<file path="config.mk">
export PLATFORM = sky130hd
export DESIGN_NAME = ccp_ctrl
export DESIGN_NICKNAME = d
export VERILOG_FILES = /design/src/rtl/ccp_pkg.sv /design/src/rtl/ccp_ctrl.sv
export SDC_FILE = /design/constraint.sdc
export NUM_CORES = 1
export LEC_CHECK = 0
export BUFFER_PORTS_ARGS = -buffer_cell sky130_fd_sc_hd__buf_4
export CORE_AREA = 2 2 39 41
export CTS_CLUSTER_DIAMETER = 150
export DETAILED_ROUTE_END_ITERATION = 6
export DIE_AREA = 0 0 41 43
export GPL_TIMING_DRIVEN = 0
export PLACE_DENSITY = 0.66
export SKIP_LAST_GASP = 1
export SLEW_MARGIN = 20
export SYNTH_ARGS = -nofsm -noshare
export SYNTH_HDL_FRONTEND = slang
export SYNTH_SLANG_ARGS = --single-unit
</file>
<file path="constraint.sdc">
create_clock -name clk -period 4.8 [get_ports clk]
set_input_delay 1.44 -clock clk [delete_from_list [all_inputs] [get_ports clk]]
set_output_delay 1.44 -clock clk [all_outputs]
set_load 0.1 [all_outputs]
</file>
<file path="src/rtl/ccp_pkg.sv">
package ccp_pkg;

  localparam int COORD_W   = 24;
  localparam int IDX_W     = 10;
  localparam int DEPTH     = 1 << IDX_W;
  localparam int CFG_IDX_W = 3;
  localparam int CFG_W     = 24;
  localparam int VCNT_W    = 11;
  localparam int ULEN_W    = 23;

  // register indexes of the configuration port
  localparam logic [CFG_IDX_W-1:0] CFG_VERTEX_COUNT  = 3'd0;
  localparam logic [CFG_IDX_W-1:0] CFG_REST_LENGTH   = 3'd1;
  localparam logic [CFG_IDX_W-1:0] CFG_STRAIN_LIMIT  = 3'd2;
  localparam logic [CFG_IDX_W-1:0] CFG_SPHERE_RADIUS = 3'd3;
  localparam logic [CFG_IDX_W-1:0] CFG_SPHERE_CX     = 3'd4;
  localparam logic [CFG_IDX_W-1:0] CFG_SPHERE_CY     = 3'd5;
  localparam logic [CFG_IDX_W-1:0] CFG_SPHERE_CZ     = 3'd6;

  typedef enum logic [1:0] {
    CMD_WRITE  = 2'd0,
    CMD_READ   = 2'd1,
    CMD_SPHERE = 2'd2,
    CMD_EDGE   = 2'd3
  } cmd_t;

  typedef struct packed {
    cmd_t                      cmd;
    logic [IDX_W-1:0]          first_index;
    logic [IDX_W-1:0]          second_index;
    logic signed [COORD_W-1:0] write_x;
    logic signed [COORD_W-1:0] write_y;
    logic signed [COORD_W-1:0] write_z;
  } in_item_t;

  typedef struct packed {
    logic signed [COORD_W-1:0] first_x;
    logic signed [COORD_W-1:0] first_y;
    logic signed [COORD_W-1:0] first_z;
    logic signed [COORD_W-1:0] second_x;
    logic signed [COORD_W-1:0] second_y;
    logic signed [COORD_W-1:0] second_z;
    logic                      moved;
  } out_item_t;

  typedef enum logic [3:0] {
    ST_IDLE,
    ST_LOAD,
    ST_SQ,
    ST_SUM,
    ST_LIMSQ,
    ST_TEST,
    ST_ROOT,
    ST_ROOT_WAIT,
    ST_NUM,
    ST_DIV,
    ST_DIV_WAIT,
    ST_APPLY,
    ST_WR_A,
    ST_WR_B,
    ST_DONE
  } state_t;

  typedef enum logic [3:0] {
    OP_NONE,
    OP_CAPTURE,
    OP_LOAD,
    OP_SQ,
    OP_SUM,
    OP_LIMSQ,
    OP_ROOT,
    OP_NUM,
    OP_DIV,
    OP_APPLY,
    OP_WR_A,
    OP_WR_B,
    OP_EMIT
  } dp_op_t;

  typedef struct packed {
    dp_op_t     op;
    logic [1:0] axis;
  } ctl_t;

  typedef struct packed {
    cmd_t cmd;
    logic go;
    logic root_done;
    logic div_done;
  } sts_t;

  function automatic logic signed [COORD_W-1:0] sat_coord(input logic signed [31:0] v);
    logic signed [31:0] hi;
    logic signed [31:0] lo;
    hi = 32'sd8388607;
    lo = -32'sd8388608;
    if (v > hi) return hi[COORD_W-1:0];
    else if (v < lo) return lo[COORD_W-1:0];
    else return v[COORD_W-1:0];
  endfunction

endpackage

</file>
<file path="src/rtl/ccp_ctrl.sv">
module ccp_ctrl
  import ccp_pkg::*;
(
  input  logic clk,
  input  logic rst_n,
  input  logic start,
  input  sts_t sts,
  output ctl_t ctl,
  output logic busy
);

  state_t     state_r, state_nxt;
  logic [1:0] axis_r, axis_nxt;

  always_ff @(posedge clk) begin
    if (!rst_n) begin
      state_r <= ST_IDLE;
      axis_r  <= '0;
    end else begin
      state_r <= state_nxt;
      axis_r  <= axis_nxt;
    end
  end

  always_comb begin
    state_nxt = state_r;
    axis_nxt  = axis_r;
    unique case (state_r)
      ST_IDLE:      if (start) state_nxt = ST_LOAD;
      ST_LOAD: begin
        case (sts.cmd)
          CMD_WRITE: state_nxt = ST_WR_A;
          CMD_READ:  state_nxt = ST_DONE;
          default:   state_nxt = ST_SQ;
        endcase
      end
      ST_SQ:        state_nxt = ST_SUM;
      ST_SUM:       state_nxt = ST_LIMSQ;
      ST_LIMSQ:     state_nxt = ST_TEST;
      ST_TEST:      state_nxt = sts.go ? ST_ROOT : ST_WR_A;
      ST_ROOT:      state_nxt = ST_ROOT_WAIT;
      ST_ROOT_WAIT: begin
        if (sts.root_done) begin
          state_nxt = ST_NUM;
          axis_nxt  = 2'd0;
        end
      end
      ST_NUM:       state_nxt = ST_DIV;
      ST_DIV:       state_nxt = ST_DIV_WAIT;
      ST_DIV_WAIT:  if (sts.div_done) state_nxt = ST_APPLY;
      ST_APPLY: begin
        if (axis_r == 2'd2) begin
          state_nxt = ST_WR_A;
        end else begin
          state_nxt = ST_NUM;
          axis_nxt  = axis_r + 2'd1;
        end
      end
      ST_WR_A:      state_nxt = (sts.cmd == CMD_EDGE) ? ST_WR_B : ST_DONE;
      ST_WR_B:      state_nxt = ST_DONE;
      ST_DONE:      state_nxt = ST_IDLE;
      default:      state_nxt = ST_IDLE;
    endcase
  end

  always_comb begin
    ctl.axis = axis_r;
    ctl.op   = OP_NONE;
    unique case (state_r)
      ST_IDLE:  ctl.op = start ? OP_CAPTURE : OP_NONE;
      ST_LOAD:  ctl.op = OP_LOAD;
      ST_SQ:    ctl.op = OP_SQ;
      ST_SUM:   ctl.op = OP_SUM;
      ST_LIMSQ: ctl.op = OP_LIMSQ;
      ST_ROOT:  ctl.op = OP_ROOT;
      ST_NUM:   ctl.op = OP_NUM;
      ST_DIV:   ctl.op = OP_DIV;
      ST_APPLY: ctl.op = OP_APPLY;
      ST_WR_A:  ctl.op = OP_WR_A;
      ST_WR_B:  ctl.op = OP_WR_B;
      ST_DONE:  ctl.op = OP_EMIT;
      default:  ctl.op = OP_NONE;
    endcase
  end

  assign busy = (state_r != ST_IDLE);

endmodule

</file>
==> impl_results.md <==
* Most common cell in the synthesized netlist: nor2_1
* Slowest CP cell: o311a_1
* Overall Global Routing Usage at 17.2%
* Synthesized cell area at 562 µm²
* Post-CTS resize count at 0
* Maximum level of the CTS H-tree at 1
* Top Ports at 15
* Floorplan Core Area at about 1400 µm²
* Die X at about 41 µm
* Wire length of the first global-routing pass at 2.13 mm
* CP Launch Type: input pin
* Critical path's top delay family: buffers and inverters
* Setup TNS at 0 ns
* Synthesis-to-layout area growth at 26.3%
* Die extent in y at around 43 µm
* Post-CTS setup buffer count at 0
* TritonCTS Buffers at 3
* Root buffer cell: clkbuf_4
* Initial core utilization at roughly two fifths
* Antenna violation net count after detailed routing at 0
* Clk slew on worst S/H paths at about 0.04 ns
* Clock net sink count at 6
* Worst setup path class: input pin to output port
* Worst skew pair latency at 0.23 ns
* PortBufs at 14
* Avg Cell Area, Syn at approximately 7.3 µm²
* Mapped Cells at 77
* Detailed Routing Iterations Pass 1 at 3
* Layout Skew at 0.00320 ns
* Sequential area share after synthesis at between 20% and 30%
* Critical Path RT at roughly 3.4 ns
* Hold Vio Cnt, Final at 0
* Post-synth EDFFs at 0
* Post-Syn Nets at 86
* Slew @ Worst Pin at 0.456 ns
* Max-cap violations at 0
* Tmin final at between 3 and 4 ns
* Wire per inst at 11.8 µm
* Fin util at just over 50%
* Tcrit/Tclk final at 76.8%
* Yosys top cell area share at a little over a fifth
* Synth area leaders: dfxtp_1, a21oi_1, nor2_1
* Endpoint class of the critical path: output port
* Tightest Hold Check Type: flop to flop
* Worst-path maximum fanout at 2
* Synthesis warning total at 0
* Crit path cell chain: buf_4 > nor2_1 > nor2_1 > o311a_1 > buf_4
* Top_reg_cell synth: dfxtp_1
* Yosys top cell by area: dfxtp_1
* Slew Viols, Final at 0
* Largest net degree at the start of global routing at 11
* Via count at approximately 620
* #FFs+latches synth at 6
* Vias in the first global route at about 520
* DIE AREA at around 1800 µm²
* Unique masters post-synth at 36
* CTS max path bufs at 2
* Status: completed
* Max-Slew Margin vs Limit at a little over two thirds
* Routed vias/inst at between 5 and 6
* Slowest stage delay, CP at approximately 0.29 ns
* Initial antenna violation count at 0
* Layout cells sized above 1 at a little over a quarter
* Core Rows at 14
* Iteration-0 DRC Markers at 5
* Total grt overflow at 0
* Final Setup Violations at 0
* ANT cells at 0
* Crit path buffers/inverters at 2
* Routed WL at 1.30 mm
* Async SR Flop Fraction at 0%
* Hold-fix buffers at CTS at 0
* # DRC at 0
* Nets at about 110
* Peak Freq at 0.271 GHz
* Worst Path Arrival at between 2 and 2.5 ns
* List of most frequent post-synthesis cells: nor2_1, a21oi_1, dfxtp_1, nand2_1
* CTS tree: yes
* Final GP Congestion at between 0.7 and 0.8
* RSZ-0062 raised after global routing: false
* Post-DP HPWL at roughly 1.0 mm
[final timing paths]
path	startpoint	end	slack [ns]	depth (start not counted)
worst min-delay path	axis_r[1]	axis_r[1]	0.55	2
worst max register to register	axis_r[0]	axis_r[1]	3.24	6
worst max-delay path	start	ctl[2]	1.11	5
worst min register to register	axis_r[1]	axis_r[1]	0.55	2
[flip-flops by register name, indices dropped and copies added (netlist names)]
register,count
axis_r,2
state_r,4
[stage by stage]
step                      hold WS (ns)  worst slack (ns)  instance area [µm²]  instances
after global routing             0.577              1.08                  709        110
after detailed placement         0.548              1.11                  687        107
final                            0.550              1.11                  709        110
after floorplan                  0.682             0.929                  562         77
after CTS                        0.558              1.11                  709        110
after global placement           0.542              1.13                  687        107
[layout make-up]
class / count / area, µm²
Fill cell: 151 / 674
Multi-Input combinational cell: 59 / 387
Buffer: 7 / 36.3
Inverter: 5 / 18.8
Timing Repair Buffer: 14 / 105
Tap cell: 16 / 20.0
Clock buffer: 3 / 22.5
Sequential cell: 6 / 120
[cells by family (layout without fill, tap and decap cells)]
logic type	Yosys count	in the layout	synth area share, %
flops	6	6	21.4
simple gates	29	29	29.4
buf+inv	12	29	9.80
xor+xnor	1	1	1.56
mux	2	2	3.56
compound gates	26	26	32.1
fa+ha+maj	1	1	2.23
[layout by cell type (no fill, tap or decap), drive strengths merged]
master | Yosys | final
nor4bb | 1 | 1
o21a | 1 | 1
nor2 | 7 | 7
o311a | 1 | 1
o31a | 1 | 1
nand2 | 6 | 6
o2bb2ai | 1 | 1
clkbuf | 1 | 4
buf | 6 | 20
mux2i | 2 | 2
a21oi | 7 | 7
nor4b | 1 | 1
inv | 5 | 5
and2b | 1 | 1
xnor2 | 1 | 1
o21ai | 6 | 6
or3b | 1 | 1
nand2b | 2 | 2
a32o | 2 | 2
o22ai | 1 | 1
a32oi | 1 | 1
a31oi | 2 | 2
nor2b | 4 | 4
a211o | 1 | 1
nor4 | 1 | 1
nand4b | 1 | 1
nand3b | 1 | 1
o2111a | 1 | 1
ha | 1 | 1
nor3 | 3 | 3
o221ai | 1 | 1
dfxtp | 6 | 6
[metal layers]
layer | global-route usage, % | part of all wire (%)
met1 | 20.7 | 45
met2 | 26.9 | 51
met3 | 3.66 | 3.1
met4 | 9.33 | 0
met5 | 0 | 0
[tightest hold or removal path: stages, from the launching register on]
cell and delay [ns]:
dfxtp_1 0.32, mux2i_1 0.13, nor2b_1 0.06
Power is left out: the tool's default activity adds up to more than one toggle a clock period on the data nets, which glitch-free logic cannot reach.
